==> src/art_pkg.sv <==
// ----------------------------------------------------------------------------
// art_pkg
// Shared types, codes and defaults for the ACK / retransmit tracker.
// ----------------------------------------------------------------------------
package art_pkg;

   // command codes on the request channel
   localparam logic [1:0] CMD_SEND = 2'd0;
   localparam logic [1:0] CMD_RECV = 2'd1;
   localparam logic [1:0] CMD_TICK = 2'd2;

   // result kinds
   localparam logic [1:0] KIND_RECV   = 2'd0;
   localparam logic [1:0] KIND_RESEND = 2'd1;
   localparam logic [1:0] KIND_SEND   = 2'd2;

   // register indexes
   localparam logic [1:0] CSR_TIMEOUT  = 2'd0;
   localparam logic [1:0] CSR_MAXRETRY = 2'd1;
   localparam logic [1:0] CSR_NODEID   = 2'd2;

   localparam logic [15:0] RST_TIMEOUT  = 16'd1000;
   localparam logic [7:0]  RST_MAXRETRY = 8'd10;
   localparam logic [7:0]  RST_NODEID   = 8'd0;

   // resends per tick
   localparam int MAX_RESULTS = 16;

   localparam int DEF_PENDING_DEPTH = 16;
   localparam int DEF_SEEN_DEPTH    = 64;
   localparam int DEF_HANDLE_BITS   = 8;

   typedef enum logic [2:0] {
      ST_IDLE,
      ST_PSCAN,
      ST_SSCAN,
      ST_FINISH,
      ST_TREAD,
      ST_TCHK,
      ST_EMIT
   } state_type;

   // where an accepted request goes first
   typedef enum logic [2:0] {
      RT_NONE,
      RT_PSCAN,
      RT_SSCAN,
      RT_FINISH,
      RT_TICK
   } route_type;

   typedef struct packed {
      logic idle;
      logic p_step;
      logic s_step;
      logic finish;
      logic t_read;
      logic t_chk;
      logic emit;
   } dp_cmd_type;

   typedef struct packed {
      route_type route;
      logic      req_fire;
      logic      p_last;
      logic      s_done;
      logic      expired;
      logic      have;
      logic      cnt_last;
      logic      out_free;
   } dp_stat_type;

   typedef struct packed {
      logic [1:0]  kind;
      logic [63:0] signature;
      logic [7:0]  ack_from;
      logic [7:0]  ack_to;
      logic        emit_ack;
      logic        consumed;
      logic [7:0]  resend_handle;
      logic [7:0]  retry_count;
      logic        retry_exceeded;
      logic        table_full;
   } res_type;

endpackage

==> src/art_ctrl.sv <==
// ----------------------------------------------------------------------------
// art_ctrl
// Sequencer: steps the datapath through table scans and result emission.
// ----------------------------------------------------------------------------
module art_ctrl
   import art_pkg::*;
(
   input  logic        clock,
   input  logic        reset,
   input  dp_stat_type stat,
   output dp_cmd_type  cmd
);

   state_type state_ff, state_in;

   // tick check stalls when a held resend cannot move to the output yet
   logic t_block;
   assign t_block = stat.expired && stat.have && !stat.out_free;

   always_ff @(posedge clock) begin
      if (reset) begin
         state_ff <= ST_IDLE;
      end else begin
         state_ff <= state_in;
      end
   end

   // next state
   always_comb begin
      state_in = state_ff;
      unique case (state_ff)
         ST_IDLE: begin
            if (stat.req_fire) begin
               unique case (stat.route)
                  RT_PSCAN:  state_in = ST_PSCAN;
                  RT_SSCAN:  state_in = ST_SSCAN;
                  RT_FINISH: state_in = ST_FINISH;
                  RT_TICK:   state_in = ST_TREAD;
                  default:   state_in = ST_IDLE;
               endcase
            end
         end
         ST_PSCAN: begin
            if (stat.p_last) state_in = ST_FINISH;
         end
         ST_SSCAN: begin
            if (stat.s_done) state_in = ST_FINISH;
         end
         ST_FINISH: state_in = ST_EMIT;
         ST_TREAD:  state_in = ST_TCHK;
         ST_TCHK: begin
            priority if (t_block) begin
               state_in = ST_TCHK;
            end else if (stat.expired && stat.cnt_last) begin
               state_in = ST_EMIT;
            end else if (stat.p_last) begin
               state_in = (stat.have || stat.expired) ? ST_EMIT : ST_IDLE;
            end else begin
               state_in = ST_TREAD;
            end
         end
         ST_EMIT: begin
            if (stat.out_free) state_in = ST_IDLE;
         end
         default: state_in = ST_IDLE;
      endcase
   end

   // datapath commands
   always_comb begin
      cmd = '0;
      unique case (state_ff)
         ST_IDLE:   cmd.idle   = 1'b1;
         ST_PSCAN:  cmd.p_step = 1'b1;
         ST_SSCAN:  cmd.s_step = 1'b1;
         ST_FINISH: cmd.finish = 1'b1;
         ST_TREAD:  cmd.t_read = 1'b1;
         ST_TCHK:   cmd.t_chk  = !t_block;
         ST_EMIT:   cmd.emit   = stat.out_free;
         default:   cmd = '0;
      endcase
   end

endmodule

==> config.mk <==
export PLATFORM = sky130hd
export DESIGN_NAME = art_ctrl
export DESIGN_NICKNAME = d
export VERILOG_FILES = /design/src/art_pkg.sv /design/src/art_ctrl.sv
export SDC_FILE = /design/constraint.sdc
export NUM_CORES = 1
export LEC_CHECK = 0
export ABC_AREA = 1
export BUFFER_PORTS_ARGS = -buffer_cell sky130_fd_sc_hd__buf_4
export CAP_MARGIN = 5
export CORE_MARGIN = 3
export CORE_UTILIZATION = 24
export CTS_CLUSTER_DIAMETER = 60
export DETAILED_ROUTE_END_ITERATION = 10
export HOLD_SLACK_MARGIN = 0.15
export PLACE_DENSITY = 0.51
export SYNTH_ARGS = -nofsm -noshare
export SYNTH_HDL_FRONTEND = slang
export SYNTH_SLANG_ARGS = --single-unit
==> constraint.sdc <==
create_clock -name clock -period 2.2 [get_ports clock]
set_input_delay 0.22 -clock clock [delete_from_list [all_inputs] [get_ports clock]]
set_output_delay 0.22 -clock clock [all_outputs]
set_load 0.01 [all_outputs]
==> results of run 1 <==
[worst reg2reg max path, stage by stage, from the launching register on]
cell,delay (ps)
dfxtp_1,490
inv_2,90
nand3_1,110
nand2_1,70
nor2_2,140
nand2_1,70
a21oi_1,130
[cells in the final DEF, fill, tap and decap left out]
cell	instances
nor2_2	1
nor2_1	6
nor2_4	1
inv_1	12
nand4_1	2
nor3_1	1
clkbuf_4	3
nand3_1	8
nand3b_1	1
clkbuf_1	1
a21oi_1	4
nor4_1	1
buf_4	18
dfxtp_1	3
nand2_1	20
o21ai_0	1
inv_2	3
[metrics by stage]
step	setup slack [ps]	area, sq um	cells	total power [W]	util
floorplan	1070	350	66	0.000370	-
global placement	1000	482	97	0.000455	0.361
detailed placement	923	482	97	0.000451	0.361
CTS	675	508	101	0.000551	0.381
global route	586	508	101	0.000606	0.381
finish	678	508	101	0.000544	0.381
[layer usage]
metal  global-route usage  vias to the layer above  part of all wire
met5                    0                        -                 0
met4               0.0542                        0             0.019
met3               0.0122                        2             0.053
met2                0.163                       18              0.46
met1                0.129                      184              0.47
li1                     -                      244                 -
[how the worst min path moves through the flow]
stage                        to  slack, ps
floorplan           state_ff[0]        290
global placement    state_ff[1]        400
detailed placement  state_ff[1]        400
CTS                 state_ff[1]        150
global route        state_ff[1]        150
finish              state_ff[1]        160
[power by group through the flow]
stage	logic [W]	clock network, W	registers, W
6_report	0.000320	0.0000974	0.000127
2_1_floorplan	0.000282	0	0.0000879
3_5_place_dp	0.000323	0	0.000128
5_1_grt	0.000367	0.000107	0.000132
3_3_place_gp	0.000327	0	0.000128
4_1_cts	0.000325	0.0000987	0.000127
[area by class of cell]
class | count | area [sq um]
clock buffer | 4 | 26.3
fill | 157 | 826
inverter | 15 | 56.3
multi-input combinational | 46 | 211
sequential | 3 | 60.1
tap | 15 | 18.8
timing repair buffer | 18 | 135
[kinds of logic (layout without fill, tap and decap cells)]
logic type	count (synthesis)	count (layout)	synth area share
DFF	3	3	0.171
AOI/OAI and AO/OA	5	5	0.0714
buffers and inverters	17	37	0.225
and+or+nand+nor	41	41	0.532
==> impl_results.md, run 1 <==
- Gate power share: 0.588
- Leakage power: around 0.31 nW
- Total CTS buffers: 3
- Status: complete, no violations
- Initial Util: 0.263
- Hold_ws: around 160 ps
- Wire per inst: approximately 8.5 um
- Post-CTS Hold Buffers: 0
- GRT Residual Overflow: 0
- Max Clk Rate: between 600 and 700 MHz
- Tmin final: ~1500 ps
- R2R Path Start: state_ff[1]
- Syn_nets: 78
- Share of total power in the clock network: 0.179
- Synthesized area: 350 sq um
- Average cell area after synthesis: between 5 and 6 sq um
- Relative slew slack: 0.782
- Dominant cell by count in the synthesized netlist: nand2_1
- Worst path bufs/invs: 2
- Setup crit start: state_ff[1]
- CP Cell Sequence: inv_2 > nor4_1 > buf_4
- # rows: 13
- Setup Fix Bufs, Post-CTS: 0
- Post-synth ARST share: 0
- Ratio of final minimum period to clock period: 0.692
- Die H: 44.2 um
- Final Max Slew Viols: 0
- Crit Path Class: register to primary output
- Setup Skew: roughly 4.4 ps
- Initial antenna violation count: 0
- H-tree depth: 1
- IO buf count: 18
- Max-cap viol count: 0
- Reg clk slew, reported paths: around 40 ps
- Worst hold path depth: 2
- Drt first pass iters: 4
- R2R Setup Slk: 1020 ps
- Core footprint: about 1300 sq um
- Pwr Density: between 1000 and 1500 nW/um^2
- Via count: between 400 and 500
- Diodes inserted: 0
- Vias in the first global route: a little under 400
- Total Routing Usage GR: 0.101
- R2r worst-path depth: 6
- Die Area: around 2000 sq um
- Worst slew pin tran: 326 ps
- Post-synth top cells: nand2_1 (20), inv_1 (12), nand3_1 (8), nor2_1 (6), a21oi_1 (4)
- Routability cong.: approximately 0.80
- Crit path DAT: between 1000 and 1500 ps
- Die width: ~44 um
- RSZ-0062 raised after global routing: false
- Post-synth EDFFs: 0
- Proportion of layout cells with a drive suffix above 1: 0.302
- Max clock buf depth: 2
- Critical path endpoint category: primary output
- CP Data Required Time: approximately 2000 ps
- CTS tree: built
- Post-DRT Antenna Nets: 0
- Synth area leaders: nand2_1 (21%), dfxtp_1 (17%), inv_1 (13%)
- Flops & latches, synth: 3
- Yosys top cell area share: 0.214
- Max FFs per register: 3
- Area leader, netlist: nand2_1
- Type of origin of the critical path: register
- Cell internal pwr: 0.000291 W
- PostCTS Resize Cnt: 0
- CP endpoint: cmd[0]
- Clk Latency, worst-skew pair: between 200 and 250 ps
- Final setup violation count: 0
- Switching share of power: 0.465
- Root Driver: clkbuf_4
- Top Registers: state_ff x3
- First-pass GRT wire length: about 1.5 mm
- Synth cell types: 15
- Worst IR Drop VDD: about 0.26 mV
- CP delay by family, top: flip-flops
- CP max stage cell: dfxtp_1
- Area Growth Syn to Fin: 45.0%
- Initial drt markers: 10
- Ys Warns: 0
- Endpoints failing hold: 0
- Post-DR vias/cell: between 4 and 5
- Cells after Synth: between 60 and 70
- IO Pins: 19
- Primary FF master, synth: dfxtp_1
- Dpl hpwl: about 740 um
- Final WL: between 800 and 900 um
- Largest stage delay, worst path: 490 ps
- Worst-path maximum fanout: 8
- Instance count on the critical path: 3
- Largest net degree at the start of global routing: 9
- Worst r2r dst: state_ff[0]
- Setup TNS: 0 ps
- Fin nets: 99
- Sink Count: 3
- Net Sw Power: about 0.00025 W
- Top reg by flops: state_ff
- DR DRC count: 0
- Sequential Power Share: 0.233
- Min-delay src: reset
- Post-synthesis sequential area ratio: 0.171
- Hold Path Class: input port to register
Power figures use the tool's default switching activity.
==> inputs of run 2 (changes only) <==
Settings changed: PLACE_DENSITY 0.51 to 0.53.
Clock period 2.2 ns to 1.31 ns, I/O delays scaled along.
==> impl_results.md, run 2 (synthesis gave the netlist of run 1 again) <==
- R2R Path Start: state_ff[0]
- Core footprint: approximately 1300 sq um
- # rows: 13
- Crit Path Class: register to primary output
- RSZ-0062 raised after global routing: false
- Final setup violation count: 0
- Max Clk Rate: roughly 810 MHz
- H-tree depth: 1
- Clk Latency, worst-skew pair: 230 ps
- Diodes inserted: 0
- Initial antenna violation count: 0
- Crit path DAT: approximately 1100 ps
- R2R Setup Slk: 240 ps
- Die width: 44.2 um
- Worst-path maximum fanout: 8
- WL met3: roughly 70 um
- DR top layer: met4
- Endpoints failing hold: 0
- Fin util: 0.398
- Area Growth Syn to Fin: 51.4%
- Type of origin of the critical path: register
- Critical path endpoint category: primary output
- Worst slew pin tran: approximately 200 ps
- Tmin final: between 1000 and 1500 ps
- Min-delay src: stat[5]
- Max-cap viol count: 0
- DR DRC count: 0
- Worst IR Drop VDD: 0.624 mV
- Max FFs per register: 3
- Top reg by flops: state_ff
- Vias in the first global route: ~370
- Fin nets: 100
- Post-Place Worst Slack: 139 ps
- CTS tree: built
- IO Pins: 19
- Met2 WL: 449 um
- Worst path bufs/invs: 2
- Hold Path Class: input port to register
- Cell internal pwr: around 0.0005 W
- Setup ws final: approximately 82 ps
- CP Data Required Time: approximately 1200 ps
- Initial Util: 0.263
- Worst hold path depth: 4
- Post-DR vias/cell: between 4 and 5
- Final Max Slew Viols: 0
- CP max stage cell: dfxtp_4
- Net Sw Power: 0.000440 W
- Proportion of layout cells with a drive suffix above 1: 0.345
- Root Driver: clkbuf_4
- Sequential Power Share: 0.242
- Total CTS buffers: 3
- Post-DRT Antenna Nets: 0
- Commonest non-fill, non-tap cell in the layout: nand2_1
- Max clock buf depth: 2
- Met1 Wirelength: between 400 and 500 um
- Die H: 44.2 um
- Wire per inst: 9.46 um
- Number of fill cells: 140
- Total Routing Usage GR: 0.103
- Die Area: slightly below 2000 sq um
- GRT Residual Overflow: 0
- Ratio of final minimum period to clock period: 0.937
- Largest net degree at the start of global routing: 9
- Pwr Density: about 1800 nW/um^2
- Relative slew slack: 0.867
- Drt first pass iters: 4
- Status: complete, no violations
- First-pass GRT wire length: about 1.5 mm
- Largest stage delay, worst path: 390 ps
- Worst r2r dst: state_ff[1]
- CP Cell Sequence: inv_2 > nor4_2 > buf_4
- Gate power share: 0.583
- Routability cong.: 0.731
- IO buf count: 18
- Commonest cells after routing, fill and taps aside: nand2_1 (20), buf_4 (18), inv_1 (12)
- Worst Hold Path EP: state_ff[0]
- Setup TNS: 0 ps
- Top Registers: state_ff x3
- Via count: 449
- Switching share of power: 0.465
- Share of total power in the clock network: 0.175
- Dpl hpwl: between 700 and 800 um
- Reg clk slew, reported paths: roughly 40 ps
- Final WL: approximately 970 um
- R2r worst-path depth: 6
- Initial drt markers: 10
- Setup Skew: 0.0605 ps
- Sink Count: 3
- Leakage power: 0.312 nW
- CP delay by family, top: flip-flops
==> run 2: cell types whose count changed in the layout (fill, tap and decap cells not counted), sizes merged <==
cell	delta
dlygate4sd3	+1
==> run 2: through the flow <==
stage               total power (W)  cell area (sq um)  hold slack, ps  instances
global placement           0.000770                482             309         97
floorplan                  0.000622                350             200         66
finish                     0.000946                531             224        102
CTS                        0.000944                523             225        102
global route                0.00103                531             259        102
detailed placement         0.000759                482             313         97
==> run 2: worst max path at each step <==
stage,endpoint,startpoint,slack (ps),depth (start not counted)
4_1_cts,cmd[1],state_ff[0],30,3
3_5_place_dp,cmd[0],state_ff[1],140,3
2_1_floorplan,state_ff[1],state_ff[1],220,8
3_3_place_gp,state_ff[0],state_ff[1],120,6
5_1_grt,cmd[0],state_ff[2],20,3
6_report,cmd[0],state_ff[1],80,3
==> run 2: layout make-up <==
cell class              instances  area [sq um]  area share
clock buffers                   4          26.3      0.0495
multi-input cells              46           218       0.410
well taps                      15          18.8      0.0354
flip-flops and latches          3          66.3       0.125
inverters                      15          56.3       0.106
repair buffers                 19           145       0.274
==> run 2: power by group through the flow <==
stage | logic, W | clock network, W | registers (W)
floorplan | 0.000474 | 0 | 0.000148
global placement | 0.000555 | 0 | 0.000214
detailed placement | 0.000546 | 0 | 0.000213
CTS | 0.000551 | 0.000172 | 0.000221
global route | 0.000615 | 0.000178 | 0.000238
finish | 0.000552 | 0.000166 | 0.000229
==> run 2: metal layers <==
metal,track usage,vias to the layer above
met5,0,-
met4,0.0723,0
met3,0.0325,5
met2,0.169,18
met1,0.112,180
li1,-,246
==> run 2: repair_timing <==
action | 4_1_cts | 5_1_grt
hold buffers | 1 | 0
endpoints found under the hold margin | 3 | 0
buffers inserted | 0 | 0
cloned | 0 | 0
resized for setup | 3 | 2
endpoints found under the setup margin | 1 | 2
==> run 2: worst min-delay path, cell delays in order <==
cell,delay (ps)
buf_4,80
inv_1,50
nand3_1,90
a21oi_1,60
==> inputs of run 3 (changes only) <==
Settings changed: ABC_AREA 1 to not set.
==> impl_results.md, run 3 <==
- Die Area: 1900 sq um
- Final setup violation count: 1
- CTS tree: built
- Initial Util: 0.279
- R2R Setup Slk: 60 ps
- Leakage power: approximately 0.29 nW
- Top Registers: state_ff x3
- Yosys top cell area share: 0.177
- Top reg by flops: state_ff
- Post-synth EDFFs: 0
- Share of total power in the clock network: 0.186
- Post-synthesis sequential area ratio: 0.177
- Initial antenna violation count: 0
- Worst-path maximum fanout: 8
- Cell internal pwr: about 0.00054 W
- Worst IR Drop VDD: 0.563 mV
- Flops & latches, synth: 3
- Routability cong.: around 0.76
- Core footprint: 1220 sq um
- Drt first pass iters: 4
- Failing checks: negative setup slack
- Reg clk slew, reported paths: 40 ps
- Final Max Slew Viols: 0
- Worst Hold Path EP: state_ff[0]
- Worst hold path depth: 4
- Net Sw Power: 0.000328 W
- Dominant cell by count in the synthesized netlist: nor2_1
- Total Routing Usage GR: 0.118
- Diodes inserted: 0
- Proportion of layout cells with a drive suffix above 1: 0.474
- Cells after Synth: just under 50
- FF/Latch Area: between 60 and 70 sq um
- Synth area leaders: dfxtp_1 (18%), nor2_1 (12%), a21oi_1 (7.4%)
- Pwr Density: 1480 nW/um^2
- IO buf count: 18
- Sequential Power Share: 0.203
- H-tree depth: 1
- Largest net degree at the start of global routing: 11
- Post-synth top cells: nor2_1 (11), a21oi_1 (5), dfxtp_1 (3), nand2_1 (3)
- IO Pins: 19
- Power after layout: roughly 0.00087 W
- Crit Path Class: register to primary output
- Switching share of power: 0.378
- Post-DRT Antenna Nets: 0
- Syn_nets: 61
- Ratio of final minimum period to clock period: 1.00
- Placed insts: 84
- Max Clk Rate: around 760 MHz
- Worst slew pin tran: roughly 240 ps
- DP Area: between 500 and 600 sq um
- Area of the multi-input gates: 268 sq um
- Setup Skew: approximately 0.077 ps
- Hold Path Class: input port to register
- Ys Warns: 0
- Final WL: approximately 1.0 mm
- Number of fill cells: between 100 and 150
- Post-DR vias/cell: approximately 4.8
- Max clock buf depth: 2
- CP Data Required Time: 1180 ps
- Primary FF master, synth: dfxtp_1
- Tmin final: 1310 ps
- R2R Path Start: state_ff[1]
- Fin area: about 580 sq um
- Average cell area after synthesis: approximately 7 sq um
- Type of origin of the critical path: register
- Synthesized area: 339 sq um
- # rows: 12
- Initial drt markers: 19
- Commonest cells after routing, fill and taps aside: buf_4 (24), nor2_1 (11), a21oi_1 (5)
- Root Driver: clkbuf_4
- First-pass GRT wire length: 1.69 mm
- Non-Filler Instances: 90
- Worst r2r dst: state_ff[2]
- Gate power share: 0.612
- Crit path DAT: between 1000 and 1500 ps
- Fin nets: 89
- Critical path endpoint category: primary output
- Synth cell types: 26
- Area leader, netlist: dfxtp_1
- Relative slew slack: 0.838
- Total CTS buffers: 3
- GRT Residual Overflow: 0
- Min-delay src: reset
- Endpoints failing hold: 0
- Wire per inst: about 12 um
- Commonest non-fill, non-tap cell in the layout: buf_4
- Status: finished with violations
- Via count: about 440
- RSZ-0062 raised after global routing: true
- Clk Latency, worst-skew pair: 230 ps
- Setup ws final: -2.87 ps
- DR DRC count: 0
- Area Growth Syn to Fin: 72.3%
- Die width: ~44 um
- Max FFs per register: 3
- Sink Count: 3
- Max-cap viol count: 0
- Dpl hpwl: just under 800 um
- R2r worst-path depth: 4
- Vias in the first global route: 395
- Die H: about 44 um
- Setup TNS: -2.87 ps
- Post-synth ARST share: 0
run 3: power by group through the flow:
stage	Combinational, W	Clock (W)	Sequential, W
6_report	0.000530	0.000161	0.000176
3_5_place_dp	0.000502	0	0.000166
4_1_cts	0.000516	0.000168	0.000173
2_1_floorplan	0.000316	0	0.000136
5_1_grt	0.000592	0.000179	0.000185
3_3_place_gp	0.000507	0	0.000167
run 3: final cells by class:
type / instances / share of cell area
Sequential cell: 3 / 0.109
Inverter: 2 / 0.0128
Clock buffer: 4 / 0.0450
Tap cell: 14 / 0.0300
Multi-Input combinational cell: 41 / 0.458
Timing Repair Buffer: 26 / 0.345
run 3: logic make-up after synthesis:
kind of cell,share of synthesized area
mux,0.0443
compound gates,0.328
flops,0.177
buf+inv,0.0812
simple gates,0.369
run 3: worst max-delay path: stages, from the launching register on:
cell and delay, ps:
dfxtp_2 330, buf_6 130, nand3b_1 130, a31oi_2 200, buf_4 150
run 3: how the worst max path moves through the flow:
stage                start     endpoint  slack [ps]  cells past startpoint
2_1_floorplan  state_ff[0]  state_ff[2]          20                      5
6_report       state_ff[0]       cmd[1]          -3                      4
3_5_place_dp   state_ff[1]  state_ff[2]          -4                      4
3_3_place_gp   state_ff[1]  state_ff[2]         -10                      4
4_1_cts        state_ff[0]       cmd[1]           8                      4
5_1_grt        state_ff[0]       cmd[1]         -60                      4
run 3: timing repair:
item	4_1_cts	5_1_grt
setup buffers	1	0
endpoints found under the hold margin	1	0
endpoints found under the setup margin	5	6
resized for setup	4	3
hold buffers	1	0
run 3: metrics by stage:
stage           util  hold WS, ps  worst slack [ps]
6_report       0.480          191             -2.87
5_1_grt        0.480          216             -60.3
4_1_cts        0.467          188              7.58
3_5_place_dp   0.425          375             -3.64
3_3_place_gp   0.425          377             -9.63
2_1_floorplan      -          249              20.4
run 3: per-layer routing:
layer,share of wire,wire length [um],vias up,track usage
met2,0.45,465,12,0.148
met4,0,0,0,0.0723
met5,0,0,-,0
met1,0.48,499,194,0.170
li1,-,-,230,-
met3,0.068,71,0,0.0332
